===== config.mk =====
export PLATFORM = sky130hd
export DESIGN_NAME = htd_walk_seq
export DESIGN_NICKNAME = d
export VERILOG_FILES = /design/src/rtl/htd_pkg.sv /design/src/rtl/htd_walk_seq.sv
export SDC_FILE = /design/constraint.sdc
export NUM_CORES = 1
export LEC_CHECK = 0
export BUFFER_PORTS_ARGS = -buffer_cell sky130_fd_sc_hd__buf_2
export CAP_MARGIN = 0
export CORE_MARGIN = 2
export CORE_UTILIZATION = 42
export CTS_CLUSTER_DIAMETER = 50
export CTS_CLUSTER_SIZE = 25
export DETAILED_ROUTE_END_ITERATION = 8
export GPL_ROUTABILITY_DRIVEN = 0
export GPL_TIMING_DRIVEN = 0
export PLACE_DENSITY = 0.74
export SYNTH_ARGS = -nofsm -noshare
export SYNTH_HDL_FRONTEND = slang
export SYNTH_SLANG_ARGS = --single-unit

===== constraint.sdc =====
create_clock -name clk -period 6.3 [get_ports clk]
set_input_delay 0.63 -clock clk [delete_from_list [all_inputs] [get_ports clk]]
set_output_delay 0.63 -clock clk [all_outputs]
set_load 0.01 [all_outputs]

===== src/rtl/htd_pkg.sv =====
// shared types and constants for the huffman tree walk decoder
// no dependencies; all other rtl files refer to it by scoped names
package htd_pkg;

  localparam int IDX_W  = 9;
  localparam int SYM_W  = 8;
  localparam int BYTE_W = 8;
  localparam int CNT_W  = 4;

  localparam logic [CNT_W-1:0] BITS_PER_BYTE = CNT_W'(BYTE_W);

  localparam logic FUNC_LOAD   = 1'b0;
  localparam logic FUNC_DECODE = 1'b1;

  typedef struct packed {
    logic             leaf;
    logic [SYM_W-1:0] symbol;
    logic [IDX_W-1:0] left;
    logic [IDX_W-1:0] right;
  } node_t;

  typedef struct packed {
    logic              func;
    logic [IDX_W-1:0]  node_index;
    node_t             node;
    logic [BYTE_W-1:0] data_byte;
    logic [CNT_W-1:0]  valid_bits;
  } item_t;

  typedef struct packed {
    logic             wr_en;
    logic [IDX_W-1:0] wr_idx;
    node_t            wr_node;
    logic             rd_en;
    logic [IDX_W-1:0] rd_idx;
  } store_req_t;

  typedef struct packed {
    logic             valid;
    logic [SYM_W-1:0] symbol;
    logic             last;
  } push_t;

  typedef struct packed {
    logic             we;
    logic [IDX_W-1:0] root;
  } cfg_wr_t;

endpackage


===== src/rtl/htd_walk_seq.sv =====
// walk sequencer: steps through code bits, at most one node-store read per step
// depends on htd_pkg; drives the node store and the result push
module htd_walk_seq (
  input  logic                    clk,
  input  logic                    rst_n,
  input  logic                    in_acc,
  input  htd_pkg::item_t          item,
  input  htd_pkg::cfg_wr_t        cfg,
  input  logic [htd_pkg::IDX_W-1:0] root_idx,
  input  logic                    out_free,
  input  htd_pkg::node_t          rd_node,
  output htd_pkg::store_req_t     store_req,
  output htd_pkg::push_t          push,
  output logic                    idle
);

  typedef enum logic [3:0] {
    S_IDLE  = 4'b0001,
    S_STEP  = 4'b0010,
    S_FETCH = 4'b0100,
    S_FLUSH = 4'b1000
  } state_t;

  localparam logic [htd_pkg::CNT_W-1:0] CNT_ONE = {{(htd_pkg::CNT_W-1){1'b0}}, 1'b1};

  state_t                         state_r, state_nxt;
  logic [htd_pkg::IDX_W-1:0]      walk_r, walk_nxt;
  htd_pkg::node_t                 cur_r, cur_nxt;
  logic                           cur_ok_r, cur_ok_nxt;
  htd_pkg::node_t                 root_node_r, root_node_nxt;
  logic                           root_ok_r, root_ok_nxt;
  logic [htd_pkg::BYTE_W-1:0]     data_r, data_nxt;
  logic [htd_pkg::CNT_W-1:0]      cnt_r, cnt_nxt;
  logic                           fstep_r, fstep_nxt;
  logic [htd_pkg::SYM_W-1:0]      pend_sym_r, pend_sym_nxt;
  logic                           pend_valid_r, pend_valid_nxt;

  logic                           stall_emit;
  logic                           at_root;
  logic [htd_pkg::IDX_W-1:0]      child;
  logic [htd_pkg::CNT_W-1:0]      sat_cnt;

  assign stall_emit = pend_valid_r && !out_free;
  assign at_root    = (walk_r == root_idx);
  assign sat_cnt    = (item.valid_bits > htd_pkg::BITS_PER_BYTE) ?
                      htd_pkg::BITS_PER_BYTE : item.valid_bits;
  assign idle       = (state_r == S_IDLE);

  always_comb begin
    state_nxt      = state_r;
    walk_nxt       = walk_r;
    cur_nxt        = cur_r;
    cur_ok_nxt     = cur_ok_r;
    root_node_nxt  = root_node_r;
    root_ok_nxt    = root_ok_r;
    data_nxt       = data_r;
    cnt_nxt        = cnt_r;
    fstep_nxt      = fstep_r;
    pend_sym_nxt   = pend_sym_r;
    pend_valid_nxt = pend_valid_r;
    child          = data_r[htd_pkg::BYTE_W-1] ? cur_r.right : cur_r.left;

    store_req         = '0;
    store_req.wr_idx  = item.node_index;
    store_req.wr_node = item.node;
    store_req.rd_idx  = walk_r;
    push              = '0;

    case (state_r)
      S_IDLE: begin
        if (cfg.we) begin
          walk_nxt    = cfg.root;
          cur_ok_nxt  = 1'b0;
          root_ok_nxt = 1'b0;
        end else if (in_acc) begin
          if (item.func == htd_pkg::FUNC_LOAD) begin
            store_req.wr_en = 1'b1;
            walk_nxt        = root_idx;
            cur_ok_nxt      = 1'b0;
            root_ok_nxt     = 1'b0;
          end else begin
            data_nxt = item.data_byte;
            cnt_nxt  = sat_cnt;
            if (sat_cnt != '0) begin
              state_nxt = S_STEP;
            end
          end
        end
      end
      S_STEP: begin
        if (!cur_ok_r) begin
          // refill the current node, no bit used
          store_req.rd_en = 1'b1;
          fstep_nxt       = 1'b0;
          state_nxt       = S_FETCH;
        end else if (cur_r.leaf) begin
          // leaf root: emit it once per bit
          if (!stall_emit) begin
            push.valid     = pend_valid_r;
            push.symbol    = pend_sym_r;
            pend_sym_nxt   = cur_r.symbol;
            pend_valid_nxt = 1'b1;
            walk_nxt       = root_idx;
            cur_nxt        = root_node_r;
            cur_ok_nxt     = root_ok_r;
            data_nxt       = {data_r[htd_pkg::BYTE_W-2:0], 1'b0};
            cnt_nxt        = cnt_r - CNT_ONE;
            state_nxt      = (cnt_r == CNT_ONE) ? S_FLUSH : S_STEP;
          end
        end else begin
          store_req.rd_en  = 1'b1;
          store_req.rd_idx = child;
          walk_nxt         = child;
          data_nxt         = {data_r[htd_pkg::BYTE_W-2:0], 1'b0};
          cnt_nxt          = cnt_r - CNT_ONE;
          fstep_nxt        = 1'b1;
          state_nxt        = S_FETCH;
        end
      end
      S_FETCH: begin
        child = data_r[htd_pkg::BYTE_W-1] ? rd_node.right : rd_node.left;
        if (at_root) begin
          root_node_nxt = rd_node;
          root_ok_nxt   = 1'b1;
        end
        if (!fstep_r) begin
          cur_nxt    = rd_node;
          cur_ok_nxt = 1'b1;
          state_nxt  = S_STEP;
        end else if (rd_node.leaf) begin
          if (!stall_emit) begin
            push.valid     = pend_valid_r;
            push.symbol    = pend_sym_r;
            pend_sym_nxt   = rd_node.symbol;
            pend_valid_nxt = 1'b1;
            walk_nxt       = root_idx;
            cur_nxt        = at_root ? rd_node : root_node_r;
            cur_ok_nxt     = at_root || root_ok_r;
            state_nxt      = (cnt_r == '0) ? S_FLUSH : S_STEP;
          end
        end else if (cnt_r == '0) begin
          cur_nxt    = rd_node;
          cur_ok_nxt = 1'b1;
          state_nxt  = S_FLUSH;
        end else begin
          // chain straight into the next step
          store_req.rd_en  = 1'b1;
          store_req.rd_idx = child;
          walk_nxt         = child;
          cur_ok_nxt       = 1'b0;
          data_nxt         = {data_r[htd_pkg::BYTE_W-2:0], 1'b0};
          cnt_nxt          = cnt_r - CNT_ONE;
        end
      end
      S_FLUSH: begin
        if (!pend_valid_r) begin
          state_nxt = S_IDLE;
        end else if (out_free) begin
          push.valid     = 1'b1;
          push.symbol    = pend_sym_r;
          push.last      = 1'b1;
          pend_valid_nxt = 1'b0;
          state_nxt      = S_IDLE;
        end
      end
      default: begin
        state_nxt = S_IDLE;
      end
    endcase
  end

  always_ff @(posedge clk) begin
    if (!rst_n) begin
      state_r      <= S_IDLE;
      walk_r       <= '0;
      cur_ok_r     <= 1'b0;
      root_ok_r    <= 1'b0;
      pend_valid_r <= 1'b0;
      fstep_r      <= 1'b0;
    end else begin
      state_r      <= state_nxt;
      walk_r       <= walk_nxt;
      cur_ok_r     <= cur_ok_nxt;
      root_ok_r    <= root_ok_nxt;
      pend_valid_r <= pend_valid_nxt;
      fstep_r      <= fstep_nxt;
    end
  end

  always_ff @(posedge clk) begin
    cur_r       <= cur_nxt;
    root_node_r <= root_node_nxt;
    data_r      <= data_nxt;
    cnt_r       <= cnt_nxt;
    pend_sym_r  <= pend_sym_nxt;
  end

endmodule


# [Word-level counts from Yosys, hierarchy flattened]
# Cells that the tools add are included.
[classes] mux=108 magnitude_cmp=1 eq_ne=28 n_reduce_logical=20 n_addsub=1
[op_table] operator="$mux 27" count=8
[op_table] operator="$mux 9" count=17
[op_table] operator="$mux 8" count=15
[op_table] operator="$mux 4" count=25
[op_table] operator="$mux 10" count=6
[op_table] operator="$pmux 27 s2" count=1
[op_table] operator="$pmux 9 s3" count=2
[op_table] operator="$mux 1" count=26
[op_table] operator="$ne 2x2->1 const B" count=13
[op_table] operator="$pmux 8 s3" count=1
[op_table] operator="$pmux 10 s2" count=1
[op_table] operator="$pmux 4 s4" count=1
[op_table] operator="$pmux 8 s2" count=1
[op_table] operator="$ne 3x3->1 const B" count=5
[op_table] operator="$ne 4x4->1 const B" count=3
[op_table] operator="$pmux 4 s3" count=1
[op_table] operator="$reduce_and 4->1" count=3
[op_table] operator="$reduce_and 6->1" count=2
[op_table] operator="$eq 9x9->1" count=1
[op_table] operator="$reduce_and 9->1" count=1
[op_table] operator="$eq 4x1->1 const B" count=2
[op_table] operator="$reduce_and 8->1" count=1
[op_table] operator="$reduce_and 7->1" count=1
[op_table] operator="$pmux 1 s3" count=2
[op_table] operator="other kinds (16)" count=19
[word_totals] out_inout_bits=58 regBits=91 in_bits=99 word_cells=175

# [Longest topological paths before layout]
[depth] ltp_word=8 ltp_mapped=8 ltp_nobuf=7

# [Least setup slack after synthesis]
# OpenSTA, ideal clock, no wires.
[synth_timing] path_type="reg-to-reg" from="register state_r[0]" to="register root_node_r[0] (netlist bit) (enable)" setup_time_ps=479 stages_incl_launch_ff=6 path_slack_ps=1833 path_buffers=3 required_ps=5821 arrival_ps=3988 synth_period_minus_slack_ps=4467 cell_sequence="dfxtp_1 -> buf_6 -> or4b_1 -> buf_2 -> buf_1 -> nor4_1"
[synth_between] elab_chain_len=2
[synth_lines] item="start, declared" line_no="htd_walk_seq.sv:26" source="state_t state_r, state_nxt;"
[synth_lines] item="start signal, assigned" line_no="htd_walk_seq.sv:181" source="state_r <= state_nxt;"
[synth_lines] item="$eq 4x3->1" line_no="htd_walk_seq.sv:69" source="case (state_r)"
[synth_lines] item="$reduce_and 2->1 (no line)"
[synth_lines] item="end signal, assigned" line_no="htd_walk_seq.sv:192" source="root_node_r <= root_node_nxt;"
[synth_lines] item="end, declared" line_no="htd_walk_seq.sv:30" source="htd_pkg::node_t root_node_r, root_node_nxt;"
# Every way passes these cells.
# A chain may end at the register's enable or synchronous reset.

==> flow_metrics.env <==
export IMPL_dp_hpwl_um=10060
export IMPL_final_setup_skew_ns=0.007929
export IMPL_synth_fp_nets=573
export IMPL_library_cell_contributing_the_largest_single_delay_on_the_critical_path="sky130_fd_sc_hd__nand4_1"
export IMPL_cts_max_level=3
export IMPL_timing_final_max_slew_violations=0
export IMPL_first_global_vias=4186
export IMPL_drtPass1Iterations=5
export IMPL_total_of_warnings_raised_by_yosys=0
export IMPL_route_detailed_vias_per_inst=5.810
export IMPL_critPathArrivalTime_ns=2.90
export IMPL_power_frac_comb=0.315
export IMPL_clock_tree_buffer_depth=2
export IMPL_power_uw=1949
export IMPL_antenna_cells_inserted=0
export IMPL_largest_net_degree_at_the_start_of_global_routing=27
export IMPL_timing_max_slew_rel_slack=0.2691
export IMPL_dieWidth_um=114.6
export IMPL_worst_path_buf_inv=2
export IMPL_p_int_uw=1282
export IMPL_cts_sink_count=91
export IMPL_finalSetupViolations=0
export IMPL_cts_buffers=9
export IMPL_syn_inst=472
export IMPL_post_layout_nonfiller_instances=758
export IMPL_grt_overflow=0
export IMPL_total_leakage_power_uw=0.002471
export IMPL_crit_cells=5
export IMPL_p_clk_frac=0.276
export IMPL_top_level_ports=157
export IMPL_worst_path_most_repeated_cell="sky130_fd_sc_hd__buf_2"
export IMPL_rsz0062_at_grt="false"
export IMPL_vdd_ir_drop_max_v=0.0002436
export IMPL_synth_seq_cells=91
export IMPL_crit_share_post_route=0.5601
export IMPL_postCtsSetupBuffers=0
export IMPL_fillers=1046
export IMPL_worst_setup_path_type="register to output port"
export IMPL_power_switching_fraction=0.3419
export IMPL_pwr_dens_nw_per_um2=311.0
export IMPL_sequentialPowerShare=0.409
export IMPL_number_of_cells_traversed_by_the_worst_hold_path=1
export IMPL_r2r_worst_path_cells=6
export IMPL_start_util=0.4292
export IMPL_maxCapViolations=0
export IMPL_type_of_element_launching_the_critical_path="register"
export IMPL_crit_path_end_kind="output port"
export IMPL_core_area_um2=11960
export IMPL_asyncSetResetFlopFracSynth=0
export IMPL_switchingPower_uw=666.2
export IMPL_max_freq_ghz=0.2834
export IMPL_cts_resized_gates=0
export IMPL_timing_critical_path_max_delay_family="simple AND/OR/NAND/NOR gates"
export IMPL_setup_tns_ns=0
export IMPL_routedWlPerCell_um=18.26
export IMPL_yosys_cell_types_count=61
export IMPL_buffer_ports_inserted=120
export IMPL_syn_area_um2=5134
export IMPL_critical_path_required_ns=5.67
export IMPL_synth_edf_count=74
export IMPL_num_vias=4404
export IMPL_die_area_um2=13120
export IMPL_fp_dieH_um=114.6
export IMPL_cts_root_buf="sky130_fd_sc_hd__clkbuf_16"
export IMPL_synth_seq_area_share=0.4991
export IMPL_status="finished clean"
export IMPL_clock_tree_from_tritoncts="built"
export IMPL_post_place_cells=742
export IMPL_hold_buffer_count_at_cts=0
export IMPL_fp_row_count=40
export IMPL_antenna_violations_before_repair=0
export IMPL_cts_clk_slew_worst_paths_ns=0.07
export IMPL_max_stage_delay_ns=0.71
export IMPL_worstPathMaxFanout=10
export IMPL_areaGrowthSynthToFinish_pct=22.03
export IMPL_grt_usage=0.2114
export IMPL_post_route_cells_drive_above_1_share=0.3601
export IMPL_finalHoldViolCount=0
export IMPL_cp_cell_instances="buf_2 > nor4b_4 > nand4_1 > o221ai_1 > buf_2"
export IMPL_worst_skew_pair_late_latency_ns=0.35
export IMPL_worst_slew_pin_transition_ns=1.087
export IMPL_synth_main_ff_cell="sky130_fd_sc_hd__edfxtp_1"
export IMPL_drt_drc_violations_left=0
export IMPL_detail_route_wirelength_um=13840
export IMPL_finalNetCount=707
export IMPL_finalCriticalPeriod_ns=3.529
export IMPL_first_pass_grt_wire_length_um=21310
export IMPL_hold_crit_class="primary input to register"
export IMPL_detailedRoute_firstIterationViolations=395
export IMPL_route_antenna_remaining_nets=0
export IMPL_finalHoldWorstSlack_ns=0.4728
export IMPL_postSynthAreaPerCell_um2=10.88
through the flow:
| step | worst slack, ns | util | instance area [µm²] |
|---|---|---|---|
| final | 2.771 | 0.5237 | 6265 |
| after global routing | 2.708 | 0.5237 | 6265 |
| after CTS | 2.859 | 0.5237 | 6265 |
| after detailed placement | 3.263 | 0.4988 | 5967 |
| after global placement | 0.3835 | 0.4948 | 5918 |
| after floorplan | 1.833 | - | 5134 |
Yosys cell counts (all sizes together) (10+ instances only):
| cell | n | share of area |
|---|---|---|
| nand2 | 52 | 0.038 |
| nor2 | 20 | 0.015 |
| mux2i | 18 | 0.035 |
| a22o | 26 | 0.044 |
| buf | 49 | 0.071 |
| edfxtp | 74 | 0.43 |
| a21oi | 21 | 0.022 |
| mux2 | 16 | 0.035 |
| xnor2 | 11 | 0.019 |
| dfxtp | 17 | 0.066 |
| clkbuf | 16 | 0.012 |
| nor3 | 24 | 0.025 |
| and2 | 10 | 0.012 |
| o21ai | 21 | 0.021 |
layer usage:
metal	routed length [µm]	share of wire	vias up	track usage
met5	0	0	-	0
met4	396	0.029	0	0.1073
met3	1417	0.10	37	0.04076
met2	6604	0.48	315	0.3400
met1	5420	0.39	2049	0.2718
li1	-	-	2003	-
power groups by stage:
stage               Clock, µW  Sequential (µW)  Combinational, µW
floorplan                   0              794                428
CTS                       540              797                603
finish                    538              798                613
global route              562              806                663
detailed placement          0              811                600
global placement            0              803                583
state kept, by name, summed over array words and instances (netlist names):
name,flops
root_ok_r,1
state_r,4
fstep_r,1
pend_sym_r,8
cur_ok_r,1
cnt_r,4
data_r,8
root_node_r,27
cur_r,27
walk_r,9
pend_valid_r,1
layout make-up:
| type | count | area (µm²) | share of cell area |
|---|---|---|---|
| flip-flops and latches | 91 | 2562 | 0.4090 |
| multi-input cells | 306 | 2130 | 0.3399 |
| repair buffers | 123 | 626.9 | 0.1001 |
| plain buffers | 65 | 425.4 | 0.06790 |
| clock buffers | 9 | 225.2 | 0.03595 |
| well taps | 147 | 183.9 | 0.02936 |
| clock inverters | 7 | 72.57 | 0.01158 |
| inverters | 10 | 38.79 | 0.006191 |
layout by cell type (no fill, tap or decap), types with 7 or more instances in the layout:
master,count
sky130_fd_sc_hd__a2111oi_0,7
sky130_fd_sc_hd__a21boi_0,9
sky130_fd_sc_hd__a21oi_1,18
sky130_fd_sc_hd__a221o_1,7
sky130_fd_sc_hd__a22o_1,26
sky130_fd_sc_hd__and2_1,10
sky130_fd_sc_hd__buf_2,126
sky130_fd_sc_hd__buf_4,38
sky130_fd_sc_hd__clkbuf_1,15
sky130_fd_sc_hd__clkbuf_16,9
sky130_fd_sc_hd__dfxtp_1,17
sky130_fd_sc_hd__edfxtp_1,74
sky130_fd_sc_hd__inv_1,9
sky130_fd_sc_hd__mux2_2,16
sky130_fd_sc_hd__mux2i_1,18
sky130_fd_sc_hd__nand2_1,52
sky130_fd_sc_hd__nor2_1,20
sky130_fd_sc_hd__nor3_1,21
sky130_fd_sc_hd__o21ai_0,18
sky130_fd_sc_hd__xnor2_1,11
path summary, 6_finish.rpt:
kind | startpoint | to | slack, ns
min | rd_node[26] | root_node_r[26] | 0.47
min reg2reg | pend_valid_r | pend_valid_r | 0.50
max | state_r[2] | store_req[8] | 2.77
max reg2reg | state_r[2] | cur_r[9] | 3.25
kinds of logic after synthesis:
kind of cell    share of synthesized area
compound gates                     0.1735
xor+xnor                          0.02047
fa+ha+maj                        0.004874
buf+inv                           0.09042
flops                              0.4991
mux                               0.07019
simple gates                       0.1414
Power figures use the tool's default switching activity.
